[src/tpc_pkg.sv]
package tpc_pkg;

    localparam int DATA_W = 64;
    localparam int RF_DEPTH = 8;
    localparam int PC_W = 7;
    localparam int SH_W = 6;

    localparam logic [PC_W-1:0] PC_TEMP = 7'd0;
    localparam logic [PC_W-1:0] PC_PRESS = 7'd32;

    localparam logic [2:0] CFG_TEMP_CAL_1 = 3'd0;
    localparam logic [2:0] CFG_TEMP_CAL_2_3 = 3'd1;
    localparam logic [2:0] CFG_PRESS_CAL_1 = 3'd2;
    localparam logic [2:0] CFG_PRESS_CAL_2_3 = 3'd3;
    localparam logic [2:0] CFG_PRESS_CAL_4_5 = 3'd4;
    localparam logic [2:0] CFG_PRESS_CAL_6_7 = 3'd5;
    localparam logic [2:0] CFG_PRESS_CAL_8_9 = 3'd6;

    typedef enum logic [3:0] {
        OP_LDK, OP_ADD, OP_SUB, OP_MUL, OP_SHL, OP_ASR, OP_DIV, OP_SAT, OP_STF, OP_END
    } t_op;

    typedef enum logic [4:0] {
        SRC_ADC, SRC_FINE, SRC_ONE, SRC_T1, SRC_T2, SRC_T3,
        SRC_P1, SRC_P2, SRC_P3, SRC_P4, SRC_P5, SRC_P6, SRC_P7, SRC_P8, SRC_P9,
        SRC_K5, SRC_K128, SRC_K3125, SRC_K128000, SRC_K1048576
    } t_src;

    typedef logic [2:0] t_reg;

    typedef struct packed {
        t_op             op;
        t_reg            rd;
        t_reg            ra;
        t_reg            rb;
        t_src            src;
        logic [SH_W-1:0] sh;
    } t_uop;

    typedef struct packed {
        logic take;
        logic go;
        t_uop uop;
    } t_cmd;

    typedef struct packed {
        logic done;
        logic dz;
    } t_stat;

    function automatic t_uop f_ldk(input t_reg rd, input t_src src);
        t_uop u;
        u = '{op: OP_LDK, rd: rd, ra: 3'd0, rb: 3'd0, src: src, sh: '0};
        return u;
    endfunction

    function automatic t_uop f_alu(input t_op op, input t_reg rd, input t_reg ra,
                                   input t_reg rb);
        t_uop u;
        u = '{op: op, rd: rd, ra: ra, rb: rb, src: SRC_ONE, sh: '0};
        return u;
    endfunction

    function automatic t_uop f_sh(input t_op op, input t_reg rd, input t_reg ra,
                                  input logic [SH_W-1:0] sh);
        t_uop u;
        u = '{op: op, rd: rd, ra: ra, rb: 3'd0, src: SRC_ONE, sh: sh};
        return u;
    endfunction

    // Microprogram: temperature from PC_TEMP, pressure from PC_PRESS.
    function automatic t_uop f_ucode(input logic [PC_W-1:0] pc);
        t_uop u;
        case (pc)
            7'd0:  u = f_ldk(3'd0, SRC_ADC);
            7'd1:  u = f_sh(OP_ASR, 3'd1, 3'd0, 6'd3);
            7'd2:  u = f_ldk(3'd2, SRC_T1);
            7'd3:  u = f_sh(OP_SHL, 3'd3, 3'd2, 6'd1);
            7'd4:  u = f_alu(OP_SUB, 3'd1, 3'd1, 3'd3);
            7'd5:  u = f_sh(OP_ASR, 3'd0, 3'd0, 6'd4);
            7'd6:  u = f_alu(OP_SUB, 3'd0, 3'd0, 3'd2);
            7'd7:  u = f_ldk(3'd2, SRC_T2);
            7'd8:  u = f_alu(OP_MUL, 3'd1, 3'd1, 3'd2);
            7'd9:  u = f_sh(OP_ASR, 3'd1, 3'd1, 6'd11);
            7'd10: u = f_alu(OP_MUL, 3'd0, 3'd0, 3'd0);
            7'd11: u = f_sh(OP_ASR, 3'd0, 3'd0, 6'd12);
            7'd12: u = f_ldk(3'd2, SRC_T3);
            7'd13: u = f_alu(OP_MUL, 3'd0, 3'd0, 3'd2);
            7'd14: u = f_sh(OP_ASR, 3'd0, 3'd0, 6'd14);
            7'd15: u = f_alu(OP_ADD, 3'd0, 3'd0, 3'd1);
            7'd16: u = f_alu(OP_SAT, 3'd0, 3'd0, 3'd0);
            7'd17: u = f_alu(OP_STF, 3'd0, 3'd0, 3'd0);
            7'd18: u = f_ldk(3'd1, SRC_K5);
            7'd19: u = f_alu(OP_MUL, 3'd0, 3'd0, 3'd1);
            7'd20: u = f_ldk(3'd1, SRC_K128);
            7'd21: u = f_alu(OP_ADD, 3'd0, 3'd0, 3'd1);
            7'd22: u = f_sh(OP_ASR, 3'd0, 3'd0, 6'd8);
            7'd23: u = f_alu(OP_SAT, 3'd0, 3'd0, 3'd0);
            7'd24: u = f_alu(OP_END, 3'd0, 3'd0, 3'd0);
            7'd32: u = f_ldk(3'd0, SRC_FINE);
            7'd33: u = f_ldk(3'd1, SRC_K128000);
            7'd34: u = f_alu(OP_SUB, 3'd0, 3'd0, 3'd1);
            7'd35: u = f_alu(OP_MUL, 3'd1, 3'd0, 3'd0);
            7'd36: u = f_ldk(3'd2, SRC_P6);
            7'd37: u = f_alu(OP_MUL, 3'd2, 3'd1, 3'd2);
            7'd38: u = f_ldk(3'd3, SRC_P5);
            7'd39: u = f_alu(OP_MUL, 3'd3, 3'd0, 3'd3);
            7'd40: u = f_sh(OP_SHL, 3'd3, 3'd3, 6'd17);
            7'd41: u = f_alu(OP_ADD, 3'd2, 3'd2, 3'd3);
            7'd42: u = f_ldk(3'd3, SRC_P4);
            7'd43: u = f_sh(OP_SHL, 3'd3, 3'd3, 6'd35);
            7'd44: u = f_alu(OP_ADD, 3'd2, 3'd2, 3'd3);
            7'd45: u = f_ldk(3'd3, SRC_P3);
            7'd46: u = f_alu(OP_MUL, 3'd3, 3'd1, 3'd3);
            7'd47: u = f_sh(OP_ASR, 3'd3, 3'd3, 6'd8);
            7'd48: u = f_ldk(3'd4, SRC_P2);
            7'd49: u = f_alu(OP_MUL, 3'd4, 3'd0, 3'd4);
            7'd50: u = f_sh(OP_SHL, 3'd4, 3'd4, 6'd12);
            7'd51: u = f_alu(OP_ADD, 3'd0, 3'd3, 3'd4);
            7'd52: u = f_ldk(3'd1, SRC_ONE);
            7'd53: u = f_sh(OP_SHL, 3'd1, 3'd1, 6'd47);
            7'd54: u = f_alu(OP_ADD, 3'd0, 3'd0, 3'd1);
            7'd55: u = f_ldk(3'd1, SRC_P1);
            7'd56: u = f_alu(OP_MUL, 3'd0, 3'd0, 3'd1);
            7'd57: u = f_sh(OP_ASR, 3'd0, 3'd0, 6'd33);
            7'd58: u = f_ldk(3'd1, SRC_K1048576);
            7'd59: u = f_ldk(3'd3, SRC_ADC);
            7'd60: u = f_alu(OP_SUB, 3'd1, 3'd1, 3'd3);
            7'd61: u = f_sh(OP_SHL, 3'd1, 3'd1, 6'd31);
            7'd62: u = f_alu(OP_SUB, 3'd1, 3'd1, 3'd2);
            7'd63: u = f_ldk(3'd3, SRC_K3125);
            7'd64: u = f_alu(OP_MUL, 3'd1, 3'd1, 3'd3);
            7'd65: u = f_alu(OP_DIV, 3'd1, 3'd1, 3'd0);
            7'd66: u = f_sh(OP_ASR, 3'd2, 3'd1, 6'd13);
            7'd67: u = f_alu(OP_MUL, 3'd3, 3'd2, 3'd2);
            7'd68: u = f_ldk(3'd4, SRC_P9);
            7'd69: u = f_alu(OP_MUL, 3'd3, 3'd3, 3'd4);
            7'd70: u = f_sh(OP_ASR, 3'd3, 3'd3, 6'd25);
            7'd71: u = f_ldk(3'd4, SRC_P8);
            7'd72: u = f_alu(OP_MUL, 3'd4, 3'd4, 3'd1);
            7'd73: u = f_sh(OP_ASR, 3'd4, 3'd4, 6'd19);
            7'd74: u = f_alu(OP_ADD, 3'd1, 3'd1, 3'd3);
            7'd75: u = f_alu(OP_ADD, 3'd1, 3'd1, 3'd4);
            7'd76: u = f_sh(OP_ASR, 3'd1, 3'd1, 6'd8);
            7'd77: u = f_ldk(3'd4, SRC_P7);
            7'd78: u = f_sh(OP_SHL, 3'd4, 3'd4, 6'd4);
            7'd79: u = f_alu(OP_ADD, 3'd1, 3'd1, 3'd4);
            7'd80: u = f_alu(OP_SAT, 3'd1, 3'd1, 3'd0);
            7'd81: u = f_alu(OP_END, 3'd0, 3'd1, 3'd0);
            default: u = f_alu(OP_END, 3'd0, 3'd0, 3'd0);
        endcase
        return u;
    endfunction

endpackage

[src/tpc_ctrl.sv]
module tpc_ctrl (
    input  logic           i_clk,
    input  logic           i_rst_n,
    input  logic           i_req_valid,
    input  logic           i_req_type,
    input  logic           i_res_ready,
    input  tpc_pkg::t_stat i_stat,
    output logic           o_req_ready,
    output logic           o_res_valid,
    output logic           o_div_zero,
    output tpc_pkg::t_cmd  o_cmd
);
    typedef enum logic [2:0] {S_IDLE, S_READ, S_ISSUE, S_WAIT, S_OUT} t_state;

    t_state                    r_state;
    logic [tpc_pkg::PC_W-1:0]  r_pc;
    logic                      r_dz;
    tpc_pkg::t_uop             u;
    logic                      take;

    assign u    = tpc_pkg::f_ucode(r_pc);
    assign take = (r_state == S_IDLE) && i_req_valid;

    always_ff @(posedge i_clk) begin
        if (!i_rst_n) begin
            r_state <= S_IDLE;
            r_pc    <= '0;
            r_dz    <= 1'b0;
        end else begin
            case (r_state)
                S_IDLE: begin
                    if (i_req_valid) begin
                        r_pc    <= i_req_type ? tpc_pkg::PC_PRESS : tpc_pkg::PC_TEMP;
                        r_dz    <= 1'b0;
                        r_state <= S_READ;
                    end
                end
                S_READ: r_state <= S_ISSUE;
                S_ISSUE: begin
                    if (u.op == tpc_pkg::OP_END) begin
                        r_state <= S_OUT;
                    end else if (u.op == tpc_pkg::OP_MUL || u.op == tpc_pkg::OP_DIV) begin
                        r_state <= S_WAIT;
                    end else begin
                        r_pc    <= r_pc + 7'd1;
                        r_state <= S_READ;
                    end
                end
                S_WAIT: begin
                    if (i_stat.done) begin
                        if (i_stat.dz) begin
                            r_dz    <= 1'b1;
                            r_state <= S_OUT;
                        end else begin
                            r_pc    <= r_pc + 7'd1;
                            r_state <= S_READ;
                        end
                    end
                end
                S_OUT: begin
                    if (i_res_ready) begin
                        r_state <= S_IDLE;
                    end
                end
                default: r_state <= S_IDLE;
            endcase
        end
    end

    assign o_cmd       = '{take: take, go: (r_state == S_ISSUE), uop: u};
    assign o_req_ready = (r_state == S_IDLE);
    assign o_res_valid = (r_state == S_OUT);
    assign o_div_zero  = r_dz;
endmodule

[config.mk]
export PLATFORM = sky130hd
export DESIGN_NAME = tpc_ctrl
export DESIGN_NICKNAME = d
export VERILOG_FILES = /design/src/tpc_pkg.sv /design/src/tpc_ctrl.sv
export SDC_FILE = /design/constraint.sdc
export NUM_CORES = 1
export LEC_CHECK = 0
export BUFFER_PORTS_ARGS = -buffer_cell sky130_fd_sc_hd__buf_2
export CAP_MARGIN = 20
export CORE_MARGIN = 2
export CORE_UTILIZATION = 53
export CTS_CLUSTER_DIAMETER = 60
export CTS_CLUSTER_SIZE = 28
export DETAILED_ROUTE_END_ITERATION = 10
export GPL_ROUTABILITY_DRIVEN = 0
export PLACE_DENSITY = 0.79
export REMOVE_ABC_BUFFERS = 1
export SYNTH_ARGS = -nofsm -noshare
export SYNTH_HDL_FRONTEND = slang
export SYNTH_SLANG_ARGS = --single-unit
[constraint.sdc]
create_clock -name i_clk -period 3.25 [get_ports i_clk]
set_clock_uncertainty 0.05 [all_clocks]
set_input_delay 0.8125 -clock i_clk [delete_from_list [all_inputs] [get_ports i_clk]]
set_output_delay 0.8125 -clock i_clk [all_outputs]
set_load 0.01 [all_outputs]
### Word level (Yosys, flattened, before mapping)

Memory sizes are Yosys's and may differ from the RTL's. A register that Yosys moved wholly into a read port is not among the register bits.
Index checks and enable logic that the tools add are counted.

| word-level totals | value |
|---|---|
| register bits after elaboration | 11 |
| output and inout port bits | 29 |
| ROM bits | 3072 |
| bits of input ports | 7 |
| memories | 1 |
| word-level logic and storage cells | 47 |

| operators by class | value |
|---|---|
| multiplexer cells | 20 |
| eq/ne operators | 14 |
| add/subtract/negate cells | 1 |
| reduce and logical (&&, ||, !) cells | 8 |

Memories:

| memory | words | width | rd ports | clocked after memory_dff | write ports | line | RTL |
|---|---|---|---|---|---|---|---|
| (no name shown) | 128 | 24 | 1 | 1 | 0 | tpc_pkg.sv:74 | `case (pc)` |

Operators by type and width:

| kind | number |
|---|---|
| 2-to-1 mux 7 bit | 7 |
| one-hot mux 7 bit (3 select lines) | 1 |
| 2-to-1 mux 3 bit | 5 |
| one-hot mux 3 bit (5 select lines) | 1 |
| inequality test 2 bit (second input constant) | 7 |
| adder 7 x 1 -> 7 bit (second input constant) | 1 |
| equality test 3 x 2 -> 1 bit (second input constant) | 2 |
| 2-to-1 mux 6 bit | 1 |
| AND reduction 6 bit | 1 |
| equality test 4 x 2 -> 1 bit (second input constant) | 1 |
| equality test 4 x 3 -> 1 bit (second input constant) | 1 |
| equality test 4 bit (second input constant) | 1 |
| AND reduction 4 bit | 1 |
| equality test 3 x 1 -> 1 bit (second input constant) | 1 |
| equality test 3 bit (second input constant) | 1 |
| logical NOT 3 bit | 1 |
| 2-to-1 mux 1 bit | 3 |
| AND reduction 3 bit | 1 |
| nonzero test 3 bit | 1 |
| 2-to-1 mux 2 bit | 1 |
| one-hot mux 1 bit (2 select lines) | 1 |
| nonzero test 2 bit | 1 |
| logical AND 1 bit | 1 |
| logical OR 1 bit | 1 |

### Longest topological paths before layout

| logic depth | value |
|---|---|
| depth after elaboration | 7 |
| mapped depth | 13 |
| gate-level depth less buffers | 11 |

### Least setup slack after synthesis

Ideal clock, no wire load.

| timing | value |
|---|---|
| path type | input port to flip-flop |
| start point | input i_stat[0] (netlist name) |
| end point | register, netlist name u[17] |
| library setup time | 0.122 ns |
| setup slack | -0.238 ns |
| arrival | 3.316 ns |
| data required time | 3.078 ns |
| cell stages on the path | 12 |
| cell sequence | nand3b_1 a21oi_1 o31ai_4 a32oi_4 inv_4 ha_1 clkbuf_1 nand3_1 a21boi_0 o21bai_1 a211o_1 a221o_1 |

| between the ends | value |
|---|---|
| longest elaborated chain between the ends | 4 |

RTL lines:

| what | line | RTL |
|---|---|---|
| start: declaration | tpc_ctrl.sv:7 | `input tpc_pkg::t_stat i_stat,` |
| inequality test 2 bit (no line) | n/a |  |
| AND reduction 6 bit (no line) | n/a |  |
| 2-to-1 mux 7 bit (no line) (2 in a row) | n/a |  |

Every way passes these cells.
A chain may end at the register's enable or synchronous reset.

### Worst setup path after layout

| timing | value |
|---|---|
| start point | register, netlist name u[20] |
| end point | register, netlist name u[21] |

| between the ends | value |
|---|---|
| longest elaborated chain between the ends | 6 |
| elaborated cells between the ends (all ways) | 9 |
| classes of those cells | 5 x eq/ne; 2 x mux; 2 x reduce/logical |

RTL lines:

| what | line | RTL |
|---|---|---|
| equality test 4 x 2 -> 1 bit or equality test 4 x 3 -> 1 bit (tied branches) | tpc_ctrl.sv:42 | `end else if (u.op == tpc_pkg::OP_MUL \|\| u.op == tpc_pkg::OP_DIV) begin` |
| logical OR 1 bit | tpc_ctrl.sv:42 |  |
| inequality test 2 bit (no line) | n/a |  |
| AND reduction 6 bit (no line) * | n/a |  |
| 2-to-1 mux 7 bit (no line) * (2 in a row) | n/a |  |

Every way passes the cells marked *; elsewhere a longest branch is shown, timed or not.

==> out/qor.yml <==
global_route:
  grt_overflow: 0
  grt_pass1_wl_um: 16900
  antenna_found_initial: 0
  grt_use_total_pct: 34.5
  grt_pass1_vias: 3322
  grt_max_degree: 21
logic_synthesis:
  synth_edf_count: 0
  avgSynthCellArea_sq_um: 7.55
  netlist_area_sq_um: 2980
  synth_top_family_by_area: "compound AO/OA/AOI/OAI gates"
  synth_top_area_cell: "dfxtp_1"
  ys_ff_latch: 35
  synth_cells: 395
  synth_area_leaders: "dfxtp_1, a21oi_1, nand3_1"
  async_flop_share_pct: 0
  ys_warn_count: 0
  muxShareOfSynthArea_pct: 0.671
  synth_fa_ha_area_share_pct: 2.94
  synthFlopType: "dfxtp_1"
  synth_top_area_share_pct: 23.5
  synth_compound_area_share_pct: 39.0
  ys_seq_area_share_pct: 23.5
  synth.distinct_cells: 78
  synthSimpleGateAreaFrac_pct: 25.1
  synth_xor_area_share_pct: 0.881
timing:
  max_freq_ghz: 0.322
  fin_setup_tns_ps: 0
  min_period_over_period_pct: 95.4
  setup-violations-final: 0
  setup_ws_ps: 149
  tightest_slew_ps: 481
  finalCriticalPeriod_ps: 3100
  hold_violations: 0
  max-slew-margin-rel_pct: 67.7
  whs_ps: 466
  rsz0062_at_grt: "no"
  slew_violations: 0
pwr:
  peakVddDrop_mv: 0.193
  p_leak_nw: 1.55
  finalPower_mw: 1.04
  cellPowerDensity_nw_per_um2: 283
placement:
  pre_cts_slack_ps: -127
  postPlaceCellArea_sq_um: 3540
  dp_hpwl_um: 7680
  dp_cells: 526
  io_buffers: 35
clock_network:
  cts_buffer_depth: 2
  clk_pin_slew_worst_paths_ps: 80
  root_buffer: "clkbuf_8"
  clkLatencyLatePin_ps: 290
  cts_tree: "yes"
  cts_buffers: 5
  post_cts_buffers: 0
  cts.sinks: 35
  h-tree-depth: 2
setup_path:
  crit_chain: "or3b_4, o22ai_2, and4bb_2, a31oi_2, buf_4, ha_1, a31oi_1, nor3_1, o21ai_0, o2111ai_1"
  r2r_slack_ps: 150
  crit_path_start_kind: "flop"
  cpPeakStageDelay_ps: 430
  path_delay_family: "simple AND/OR/NAND/NOR gates"
  r2r_start: "u[20]$_DFF_P_"
  ff2ff_path_depth: 10
  reg2reg_to: "u[21]$_DFF_P_"
  path_buf_inv: 1
  worstPathMaxFanout: 8
  cp-startpoint: "u[20]$_DFF_P_"
  cp_num_cells: 10
  arrival_ps: 3240
  critPathKind: "flop to flop"
  crit_slowest_cell: "dfxtp_1"
  end_kind: "flop"
  required_ps: 3390
layout:
  final_common_cell: "buf_4"
  antenna_cells: 0
  final_cell_mix: "buf_4, buf_2, dfxtp_1"
  drive_above_1_share_pct: 27.5
  fin_util_pct: 66.9
  final_cells: 534
  final_cell_area_sq_um: 3660
  finalNetCount: 475
  syn2layout_area_growth_pct: 22.9
detailed_routing:
  vias_per_cell: 7.11
  drt_iter0_drc: 846
  post_drt_wl_per_cell_um: 20.2
  wl_um: 10800
  vias: 3796
  drt_first_pass_iters: 11
  drc_errors: 2
  postRouteAntennaNets: 0
die:
  core_area_sq_um: 5470
  die_width_um: 79.0
  die-area_sq_um: 6240
  die_h_um: 79.0
  io_pins: 36
  fp-row-count: 27
  start_util_pct: 54.5
worst_hold_path:
  hp-class: "flop to flop"
  hold_end: "o_div_zero$_SDFFE_PN0P_"
  holdPathStages: 2
  min_from: "o_div_zero$_SDFFE_PN0P_"
outcome:
  violations: "DRC"
  status: "finished, violations left"
flow_run:
  drv_cap: 0
cell type report:
cell class,count,area [sq um]
Multi-Input combinational cell,310,2050
Fill cell,448,1810
Sequential cell,35,701
Timing Repair Buffer,97,653
Tap cell,72,90.1
Clock buffer,6,82.6
Inverter,12,47.5
Clock inverter,2,35.0
cells by family (layout without fill, tap and decap cells):
logic type                 after synthesis  count (layout)
muxes                                    2               2
xor gates and xnor gates                 3               3
and+or+nand+nor                        142             142
DFF                                     35              35
AOI/OAI and AO/OA                      156             156
buffers and inverters                   50             117
adders and majority gates                7               7
flip-flops by register name (all words and copies together), names as in the netlist:
register / flops
o_div_zero: 1
r_pc: 7
r_state: 3
u: 24
per-layer routing:
layer  share of wire (%)  wire length (um)  GRT usage, %  vias up
met5                   0                 0             0        -
met3                  14              1480          9.43       98
met2                  43              4600          52.5      355
met4                 6.4               693          17.6        0
li1                    -                 -             -     1656
met1                  37              4000          44.6     1687
how the worst max path moves through the flow:
stage	slack [ps]	end
final	150	u[21]$_DFF_P_
after global routing	10	u[17]$_DFF_P_
after global placement	30	u[21]$_DFF_P_
after floorplan	-380	u[17]$_DFF_P_
after CTS	180	u[17]$_DFF_P_
after detailed placement	-130	u[17]$_DFF_P_
synthesized netlist by cell type, drive strengths merged, types with 7 or more instances:
cell	number
o21ai	22
a211oi	12
nor3	7
inv	12
buf	25
nand2	27
a21oi	30
and2	7
and3	7
clkbuf	13
nor2	32
a31oi	11
dfxtp	35
a21o	8
ha	7
nand3	26
worst reg2reg max path, delay by kind of cell, from the launching register on:
kind / cells / cell delay (ps)
AOI/OAI and AO/OA: 5 / 890
DFF: 1 / 430
and+or+nand+nor: 3 / 1130
adders and majority gates: 1 / 290
buffers and inverters: 1 / 210
power breakdown:
part	switching, mW	total [mW]	internal, mW
Clock	0.159	0.407	0.248
Sequential	0.00919	0.449	0.440
Combinational	0.110	0.182	0.0723
Total	0.278	1.04	0.760
timing repair:
item                                    4_1_cts  5_1_grt
endpoints found under the setup margin        0        2
resized for setup                             0        2
hold buffers                                  0        0
(Power assumes the default switching activity.)
